**src/design/whp_pkg.sv**
```systemverilog
// Shared types, constants and the CRC-16/MODBUS byte update for the header parser.
`timescale 1ns / 1ps

package whp_pkg;

  // Header geometry
  localparam int HdrBytes = 24;
  localparam int CapDepth = 23;   // byte 23 is used straight from the input
  localparam logic [4:0] CrcLoPos = 5'd22;
  localparam logic [4:0] LastPos  = 5'd23;

  // CRC-16/MODBUS
  localparam logic [15:0] CrcInit = 16'hFFFF;
  localparam logic [15:0] CrcPoly = 16'hA001;

  // Status codes
  localparam logic [1:0] StatusOk       = 2'd0;
  localparam logic [1:0] StatusTooSmall = 2'd1;
  localparam logic [1:0] StatusInvalid  = 2'd2;
  localparam logic [1:0] StatusCrcFail  = 2'd3;

  // Register indexes
  localparam logic [2:0] RegMagicFirst  = 3'd0;
  localparam logic [2:0] RegMagicSecond = 3'd1;
  localparam logic [2:0] RegWireVersion = 3'd2;
  localparam logic [2:0] RegTypeInvalid = 3'd3;
  localparam logic [2:0] RegTypeLast    = 3'd4;

  typedef struct packed {
    logic [7:0] data_byte;
    logic       last_byte;
  } in_word_t;

  typedef struct packed {
    logic [1:0]  status;
    logic [7:0]  hdr_length;
    logic [7:0]  pkt_kind;
    logic [7:0]  flags;
    logic [7:0]  ttl;
    logic [7:0]  tclass;
    logic [15:0] src_node;
    logic [15:0] dst_node;
    logic [31:0] conn_tag;
    logic [31:0] seq_num;
    logic [15:0] body_length;
    logic [15:0] header_crc;
  } out_word_t;

  typedef struct packed {
    logic [7:0] magic_first;
    logic [7:0] magic_second;
    logic [7:0] wire_version;
    logic [7:0] type_invalid_code;
    logic [7:0] type_last_code;
  } cfg_t;

  // One byte of reflected CRC update, eight shift steps
  function automatic logic [15:0] crc16_byte(input logic [15:0] crc, input logic [7:0] b);
    logic [15:0] c;
    c = crc ^ {8'h00, b};
    for (int i = 0; i < 8; i++) begin
      if (c[0]) begin
        c = (c >> 1) ^ CrcPoly;
      end else begin
        c = c >> 1;
      end
    end
    return c;
  endfunction

endpackage

```
**src/design/whp_cfg_regs.sv**
```systemverilog
// Configuration register file of the header parser.
`timescale 1ns / 1ps

module whp_cfg_regs (
  input  logic              clk,
  input  logic              rst,
  input  logic              cfg_write,
  input  logic [2:0]        cfg_index,
  input  logic [7:0]        cfg_data,
  output whp_pkg::cfg_t     cfg
);

  // Register writes; unknown indexes are dropped
  always_ff @(posedge clk) begin
    if (rst) begin
      cfg.magic_first       <= 8'd0;
      cfg.magic_second      <= 8'd0;
      cfg.wire_version      <= 8'd1;
      cfg.type_invalid_code <= 8'd0;
      cfg.type_last_code    <= 8'd255;
    end else if (cfg_write) begin
      unique case (cfg_index)
        whp_pkg::RegMagicFirst:  cfg.magic_first       <= cfg_data;
        whp_pkg::RegMagicSecond: cfg.magic_second      <= cfg_data;
        whp_pkg::RegWireVersion: cfg.wire_version      <= cfg_data;
        whp_pkg::RegTypeInvalid: cfg.type_invalid_code <= cfg_data;
        whp_pkg::RegTypeLast:    cfg.type_last_code    <= cfg_data;
        default: ;
      endcase
    end
  end

endmodule

```
**src/design/whp_deframer.sv**
```systemverilog
// Header capture, running CRC, frame tracking and result decode.
`timescale 1ns / 1ps

module whp_deframer (
  input  logic                clk,
  input  logic                rst,
  input  logic                step,
  input  whp_pkg::in_word_t   in_word,
  input  whp_pkg::cfg_t       cfg,
  output logic                res_fire,
  output whp_pkg::out_word_t  res_word
);

  logic [4:0]  pos;
  logic [15:0] crc;
  logic        swallowing;
  logic [7:0]  cap [0:whp_pkg::CapDepth-1];

  logic [7:0]  crc_feed;
  logic [15:0] crc_next;
  logic [15:0] rx_crc;
  logic [15:0] src;
  logic [15:0] dst;
  logic        magic_bad;
  logic        fields_bad;

  // CRC update and field decode for the current word
  always_comb begin
    crc_feed = (pos >= whp_pkg::CrcLoPos) ? 8'h00 : in_word.data_byte;
    crc_next = whp_pkg::crc16_byte(crc, crc_feed);
    rx_crc   = {in_word.data_byte, cap[whp_pkg::CrcLoPos]};
    src      = {cap[9], cap[8]};
    dst      = {cap[11], cap[10]};
    magic_bad = (cap[0] != cfg.magic_first) || (cap[1] != cfg.magic_second);
    fields_bad = (cap[2] != cfg.wire_version) ||
                 (cap[3] < 8'(whp_pkg::HdrBytes)) ||
                 !((cap[4] > cfg.type_invalid_code) && (cap[4] <= cfg.type_last_code)) ||
                 (src == 16'd0) || (dst == 16'd0);
  end

  // Result word
  always_comb begin
    res_fire = 1'b0;
    res_word = '0;
    if (step && !swallowing) begin
      if (pos == whp_pkg::LastPos) begin
        res_fire = 1'b1;
        if (magic_bad) begin
          res_word.status = whp_pkg::StatusInvalid;
        end else if (crc_next != rx_crc) begin
          res_word.status = whp_pkg::StatusCrcFail;
        end else begin
          res_word.status      = fields_bad ? whp_pkg::StatusInvalid : whp_pkg::StatusOk;
          res_word.hdr_length  = cap[3];
          res_word.pkt_kind    = cap[4];
          res_word.flags       = cap[5];
          res_word.ttl         = cap[6];
          res_word.tclass      = cap[7];
          res_word.src_node    = src;
          res_word.dst_node    = dst;
          res_word.conn_tag    = {cap[15], cap[14], cap[13], cap[12]};
          res_word.seq_num     = {cap[19], cap[18], cap[17], cap[16]};
          res_word.body_length = {cap[21], cap[20]};
          res_word.header_crc  = rx_crc;
        end
      end else if (in_word.last_byte) begin
        res_fire = 1'b1;
        res_word.status = whp_pkg::StatusTooSmall;
      end
    end
  end

  // Frame position, CRC and trailer swallow state
  always_ff @(posedge clk) begin
    if (rst) begin
      pos        <= 5'd0;
      crc        <= whp_pkg::CrcInit;
      swallowing <= 1'b0;
    end else if (step) begin
      if (swallowing) begin
        if (in_word.last_byte) begin
          swallowing <= 1'b0;
          pos        <= 5'd0;
          crc        <= whp_pkg::CrcInit;
        end
      end else if (pos == whp_pkg::LastPos) begin
        pos        <= 5'd0;
        crc        <= whp_pkg::CrcInit;
        swallowing <= !in_word.last_byte;
      end else if (in_word.last_byte) begin
        pos <= 5'd0;
        crc <= whp_pkg::CrcInit;
      end else begin
        pos <= pos + 5'd1;
        crc <= crc_next;
      end
    end
  end

  // Header byte capture, no reset
  always_ff @(posedge clk) begin
    if (step && !swallowing) begin
      for (int i = 0; i < whp_pkg::CapDepth; i++) begin
        if (pos == 5'(i)) begin
          cap[i] <= in_word.data_byte;
        end
      end
    end
  end

  a_pos_range: assert property (@(posedge clk) disable iff (rst)
    pos <= whp_pkg::LastPos)
    else $error("byte position past end of header");

  a_swallow_idle: assert property (@(posedge clk) disable iff (rst)
    swallowing |-> (pos == 5'd0) && (crc == whp_pkg::CrcInit))
    else $error("frame state not restarted while swallowing");

  a_frame_start_crc: assert property (@(posedge clk) disable iff (rst)
    (pos == 5'd0) |-> (crc == whp_pkg::CrcInit))
    else $error("CRC not at initial value at frame start");

  a_enter_swallow: assert property (@(posedge clk) disable iff (rst)
    (step && !swallowing && (pos == whp_pkg::LastPos) && !in_word.last_byte)
      |=> swallowing)
    else $error("trailing bytes not swallowed");

  a_no_result_swallow: assert property (@(posedge clk) disable iff (rst)
    swallowing |-> !res_fire)
    else $error("result emitted while swallowing");

endmodule

```
**src/design/wire_header_parser_crc16_core.sv**
```systemverilog
// Top level of the byte-serial wire header parser with CRC-16/MODBUS check.
//
// Usage:
//   Input channel (byte_valid / byte_stall / byte_word) carries one frame byte
//   per word with a last-byte mark. Output channel (result_valid /
//   result_stall / result_word) carries one result per 24-byte header, or one
//   too-small result when a frame ends early. Trailing bytes after a header
//   give no word, up to and including the byte marked last.
//   Configuration is a plain write port (cfg_write, cfg_index, cfg_data),
//   written only while no frame is in progress; the block leaves that to the user.
// Timing:
//   One byte per cycle sustained while result_stall is low. A byte is held
//   in the input register, and the CRC byte update and field decode run
//   from it into the result register.
//   The CRC update of the byte just taken sets that rate.
// Reset (rst, synchronous): clears both channel registers, frame position,
//   CRC and swallow state, and loads register defaults.
// Stall: while result_stall holds a result, the input register fills and
//   byte_stall rises; nothing is dropped.
`timescale 1ns / 1ps

module wire_header_parser_crc16_core (
  input  logic                clk,
  input  logic                rst,
  input  logic                byte_valid,
  output logic                byte_stall,
  input  whp_pkg::in_word_t   byte_word,
  output logic                result_valid,
  input  logic                result_stall,
  output whp_pkg::out_word_t  result_word,
  input  logic                cfg_write,
  input  logic [2:0]          cfg_index,
  input  logic [7:0]          cfg_data
);

  logic               hold_valid;
  whp_pkg::in_word_t  hold_word;
  logic               step;
  logic               accept;
  logic               res_fire;
  whp_pkg::out_word_t res_word;
  whp_pkg::cfg_t      cfg;

  // Handshake: process the held word when the result register can take it
  assign step       = hold_valid && (!result_valid || !result_stall);
  assign byte_stall = hold_valid && !step;
  assign accept     = byte_valid && !byte_stall;

  whp_cfg_regs u_cfg (
    .clk       (clk),
    .rst       (rst),
    .cfg_write (cfg_write),
    .cfg_index (cfg_index),
    .cfg_data  (cfg_data),
    .cfg       (cfg)
  );

  whp_deframer u_deframer (
    .clk      (clk),
    .rst      (rst),
    .step     (step),
    .in_word  (hold_word),
    .cfg      (cfg),
    .res_fire (res_fire),
    .res_word (res_word)
  );

  // Input register
  always_ff @(posedge clk) begin
    if (rst) begin
      hold_valid <= 1'b0;
    end else if (accept) begin
      hold_valid <= 1'b1;
    end else if (step) begin
      hold_valid <= 1'b0;
    end
    if (accept) begin
      hold_word <= byte_word;
    end
  end

  // Result register
  always_ff @(posedge clk) begin
    if (rst) begin
      result_valid <= 1'b0;
    end else if (step && res_fire) begin
      result_valid <= 1'b1;
    end else if (!result_stall) begin
      result_valid <= 1'b0;
    end
    if (step && res_fire) begin
      result_word <= res_word;
    end
  end

endmodule

```
**config.mk**
```make
export PLATFORM = sky130hd
export DESIGN_NAME = wire_header_parser_crc16_core
export DESIGN_NICKNAME = d
export VERILOG_FILES = /design/src/design/whp_pkg.sv /design/src/design/whp_cfg_regs.sv /design/src/design/whp_deframer.sv /design/src/design/wire_header_parser_crc16_core.sv
export SDC_FILE = /design/constraint.sdc
export NUM_CORES = 1
export LEC_CHECK = 0
export ABC_CLOCK_PERIOD_IN_PS = 6100
export BUFFER_PORTS_ARGS = -buffer_cell sky130_fd_sc_hd__buf_2
export CELL_PAD_IN_SITES_DETAIL_PLACEMENT = 0
export CELL_PAD_IN_SITES_GLOBAL_PLACEMENT = 2
export CORE_MARGIN = 2
export CORE_UTILIZATION = 41
export DETAILED_ROUTE_END_ITERATION = 7
export HOLD_SLACK_MARGIN = 0.12
export MAX_ROUTING_LAYER = met4
export PLACE_DENSITY = 0.77
export SETUP_SLACK_MARGIN = 0.05
export SYNTH_ARGS = -nofsm -noshare
export SYNTH_HDL_FRONTEND = slang
export SYNTH_SLANG_ARGS = --single-unit
export TNS_END_PERCENT = 50
```
**constraint.sdc**
```tcl
create_clock -name clk -period 6.1 [get_ports clk]
set_input_delay 0.305 -clock clk [delete_from_list [all_inputs] [get_ports clk]]
set_output_delay 0.305 -clock clk [all_outputs]
set_load 0.02 [all_outputs]
```
* Word-level counts from Yosys, hierarchy flattened
Memory sizes are Yosys's and may differ from the RTL's. A register that Yosys moved wholly into a read port is not among the register bits. Cells that the tools add are included.
Storage, ports and cells: memories 1, word-level logic and storage cells 288, bits in latches 0, bits in read-only memories 0, output and inout port bits 172, register bits after elaboration 139, bits of input ports 25, RAM bits 184
Operators by class: $add $sub $neg 1, div/mod/pow operators 0, multipliers 0, bitwise gates (word level) 11, $lt $le $gt $ge 4, shifts and indexed selects 0, equal/unequal tests 33, reductions and logical operators 53, multiplexer cells 167
Memory list:
- u_deframer.cap | depth 23, bits a word 8, rd ports 23, clocked after memory_dff 13, wr ports 1, line whp_deframer.sv:17 | logic [7:0] cap [0:whp_pkg::CapDepth-1];
Operator list (count):
- $mux W16 | 12
- $mux W8 | 23
- $reduce_or A8 Y1 | 22
- $mux W5 | 26
- $mux W1 | 102
- $eq A5 B4 Y1 const B | 8
- $eq A5 B5 Y1 const B | 8
- $logic_not A16 Y1 | 2
- $ne A8 B8 Y1 | 3
- $not A2 Y3 | 8
- $eq A5 B3 Y1 const B | 4
- $ne A16 B16 Y1 | 1
- $xor A16 B8 Y16 | 1
- $reduce_and A2 Y1 | 6
- $eq A5 B2 Y1 const B | 2
- $gt A8 B8 Y1 | 1
- $le A8 B8 Y1 | 1
- $lt A8 B5 Y1 const B | 1
- $mux W2 | 4
- $logic_not A1 Y1 | 7
- $eq A3 B2 Y1 const B | 2
- $logic_and A1 B1 Y1 | 6
- $logic_or A1 B1 Y1 | 6
- $add A5 B1 Y5 const B | 1
- 11 further kinds | 12

* Depth between registers and ports, before layout
word-level depth 29, gate-level depth with buffers 12

* Cells and area by module
A second synthesis with hierarchy kept.
Unflattened totals: cells, all modules 1054, area, all modules 16355.7 um2
By module, submodules not included:
- whp_deframer | cells each 707, area each 9242.6 um2, times used 1, seq. area each 5965.7 um2
- wire_header_parser_crc16_core | cells each 191, area each 5469.0 um2, times used 1, seq. area each 5415.2 um2
- whp_cfg_regs | cells each 156, area each 1644.1 um2, times used 1, seq. area each 800.8 um2

* Worst setup path before layout
No wires, ideal clock.
path kind register -> register, start register u_deframer.pos[2], end register result_word[0] (netlist name) (enable), setup time 0.521 ns, slack 1.170 ns, period minus slack after synthesis 4.930 ns, data required time 5.579 ns, cell stages (with the launch flop) 6, data arrival time 4.409 ns, cell sequence dfxtp_1 clkbuf_1 nand2b_1 nor2_1 o21ai_0 inv_1
On the way: cells in the longest elaborated chain, start to end 4
Ends and longest elaborated chain:
- from (decl) | line whp_deframer.sv:14 | logic [4:0] pos;
- from (signal assigned) | line whp_deframer.sv:94 | pos <= pos + 5'd1;
- $eq A5 B5 Y1 | line whp_deframer.sv:46 | if (pos == whp_pkg::LastPos) begin
- $mux W1 | line whp_deframer.sv:46
- $mux W1 | line whp_deframer.sv:45 | if (step && !swallowing) begin
- $logic_and A1 B1 Y1 | line wire_header_parser_crc16_core.sv:91 | if (step && res_fire) begin
- to (signal assigned) | line wire_header_parser_crc16_core.sv:92 | result_word <= res_word;
- to (decl) | line wire_header_parser_crc16_core.sv:30 | output whp_pkg::out_word_t result_word,
No other way between the ends. A chain may end at the register's enable or synchronous reset.

* Worst setup path after layout
start register hold_word[5] (netlist name), end register result_word[160] (netlist name)
On the way: cells in the longest elaborated chain, start to end 14
Ends and longest elaborated chain:
- from (decl) | line wire_header_parser_crc16_core.sv:37 | whp_pkg::in_word_t hold_word;
- from (signal assigned) | line wire_header_parser_crc16_core.sv:78 | hold_word <= byte_word;
- $mux W8 | line whp_deframer.sv:29 | crc_feed = (pos >= whp_pkg::CrcLoPos) ? 8'h00 : in_word.data_byte;
- $xor A16 B8 Y16 | line whp_pkg.sv:60 | c = crc ^ {8'h00, b};
- $mux W16 (3 in a row) | line whp_pkg.sv:62 | if (c[0]) begin
- $not A2 Y3 (no line)
- $mux W16 (3 in a row) | line whp_pkg.sv:62
- $not A2 Y3 (no line) / $mux W16 (equally long branches)
- $mux W16 / $not A2 Y3 (equally long branches)
- $mux W16 | line whp_pkg.sv:62
- $ne A16 B16 Y1 * | line whp_deframer.sv:50 | end else if (crc_next != rx_crc) begin
- $reduce_or A4 Y1 (no line) *
Mark *: on every way between the ends. The rest lies on a longest branch, timed or not.

==> flow_summary.ini <==
[worst_setup_path]
rr_startpoint = hold_word[5]
ff2ff_setup_slack_ps = 2400
path_class = reg2reg
critPathMaxFanout = 168
r2r_cells = 8
worst_r2r_endpoint = result_word[160]
start_kind = flop
worstSetupStartpoint = hold_word[5]
cp.required_ps = 6500
worstPathArrival_ps = 4100
cp-end-kind = flop

[timing]
finalSetupTns_ps = 0
slew_headroom = 0.222
drv_slew = 0
worst_pin_slew_ps = 1170
fin_crit_sh = 0.606
setup_viol = 0
finalHoldViolCount = 0
skew_ps = 20.0
period_needed_ps = 3700
rsz0062_at_grt = false
fmax_ghz = 0.271

[placed_design]
dp.final_hpwl_um = 22700
place_inst = 1759
port_buffers = 196
place_congestion = 0.789
placed_cell_area_mm2 = 0.0178

[floorplan]
coreArea_mm2 = 0.0389
start_util = 0.418
num_rows = 72
top_level_ports = 197
die_w_um = 203
die-area_mm2 = 0.0413
die_h_um = 203

[yosys]
ys.flop_type = edfxtp_1
syn_area_mm2 = 0.0163
syn-num-nets = 1123
synth_seq_area_share = 0.748
synth_cells = 1077
synth_edf_count = 363
yosysUniqueCellTypes = 49
avgSynthCellArea_um2 = 15.1
synthArstFlopShare = 0
synth-warning-count = 0
ys_seq_elements = 427

[cts]
cts_buffers = 44
clock_sinks = 427
cts_tree = done
cts_root_buf = clkbuf_16
cts_resized = 0
path_clk_slew_ps = 60
clk_path_buf_depth = 3
clk_latency_ps = 540
htreeDepth = 2

[global_route]
grt_pass1_wl_um = 53900
antenna_found_initial = 0
grt_use_total = 0.179
grt-ovfl-total = 0
grt_max_degree = 169
first_global_vias = 8840

[min_path]
hold_depth = 4
hold_path_startpoint = cfg_index[0]
hold_path_class = in2reg
worstHoldEndpoint = u_cfg.cfg[21]

[layout]
nNetsFinal = 1352
drive_gt1_frac = 0.210
final_common_cell = edfxtp_1
fin_cells = 1859
design_area_mm2 = 0.0194
fill_cells = 3357
final_cell_mix = edfxtp_1, buf_2, and2_1
post-route-util = 0.499
area_growth_pct = 19.3
diodes = 0

[drt]
wl_per_cell_um = 19.1
avgViaCountPerCell = 4.78
post-route-drc-count = 0
vias = 8894
drtAntennaViolNets = 0
first_pass_iters = 5
wirelength_um = 35600
first_iter_violations = 524

[power_and_ir_drop]
ir_drop_uv = 205
powerDensity_mw_per_mm2 = 309
power_leakage_nw = 7.61

[flow_run]
cap_violations = 0

[outcome]
status = finished, final reports clean
## report_power, final
group / total, mW / switching, mW / internal (mW)
clock: 2.54 / 1.07 / 1.46
sequential: 3.20 / 0.0232 / 3.18
combinational: 0.250 / 0.150 / 0.100
total: 5.99 / 1.25 / 4.74
## stage by stage
| stage | power (mW) | hold WS, ps | setup slack [ps] |
|---|---|---|---|
| after floorplan | 3.42 | 404 | 1170 |
| after global placement | 3.51 | 443 | 2110 |
| after detailed placement | 3.51 | 451 | 2440 |
| after CTS | 6.05 | 241 | 2420 |
| after global routing | 6.19 | 268 | 2120 |
| final | 5.99 | 245 | 2400 |
## routing by layer
metal  vias up  routed length, um  GRT usage
met5         -                  0          -
met4         0                774     0.0516
met3        47               1760     0.0294
met2       220              17000      0.284
met1      4331              16100      0.241
li1       4296                  -          -
## state kept, by name (all words and copies together) (netlist names)
register               count
u_deframer.swallowing      1
u_deframer.cap           184
result_valid               1
result_word              170
u_deframer.crc            16
hold_word                  9
u_cfg.cfg                 40
hold_valid                 1
u_deframer.pos             5
## worst max-delay path by stage
stage,slack (ps),to,cells past startpoint
floorplan,1170,result_word[0],5
global placement,2110,result_word[122],8
detailed placement,2440,result_word[160],8
CTS,2420,result_word[122],8
global route,2120,result_word[40],10
finish,2400,result_word[160],8
## cell type report
type                            count  area [um^2]  share of cell area
Sequential cell                   427        12200               0.628
Multi-Input combinational cell    584         3820               0.197
Timing Repair Buffer              226         1290              0.0663
Clock buffer                       54         1180              0.0607
Tap cell                          518          648              0.0334
Clock inverter                     27          200              0.0103
Inverter                           23         91.3             0.00471
## cells in the mapped netlist (14+ instances only)
cell type / n / share of area
edfxtp_1: 363 / 0.67
and2_1: 178 / 0.068
nand2_1: 88 / 0.020
dfxtp_1: 64 / 0.079
nor2_1: 46 / 0.011
xnor2_1: 44 / 0.024
a21oi_1: 39 / 0.012
clkbuf_1: 24 / 0.0055
inv_1: 23 / 0.0053
ha_1: 21 / 0.016
nand2b_1: 19 / 0.0073
xor2_1: 18 / 0.0097
o22ai_1: 14 / 0.0054
## logic make-up after synthesis
family                   count (synthesis)  synth area share
XOR/XNOR                                73            0.0483
multiplexers                             8           0.00492
adder cells (fa/ha/maj)                 21            0.0161
flip-flops                             427             0.748
AND/OR/NAND/NOR                        393             0.132
buffers and inverters                   66            0.0168
AO/OA/AOI/OAI                           89            0.0335
## worst max-delay path, cell delays in order, from the launching register on
cell and delay (ps):
edfxtp_1 990, xnor2_1 310, a21oi_4 230, xnor3_1 350, a311oi_1 340, nand4_1 260, nor4_4 330, buf_12 430
and2_1 220
## what timing repair did
action	in CTS	in global routing
hold buffers	19	0
hold endpoints to repair	42	0
setup buffers	0	0
Power figures use the tool's default switching activity.
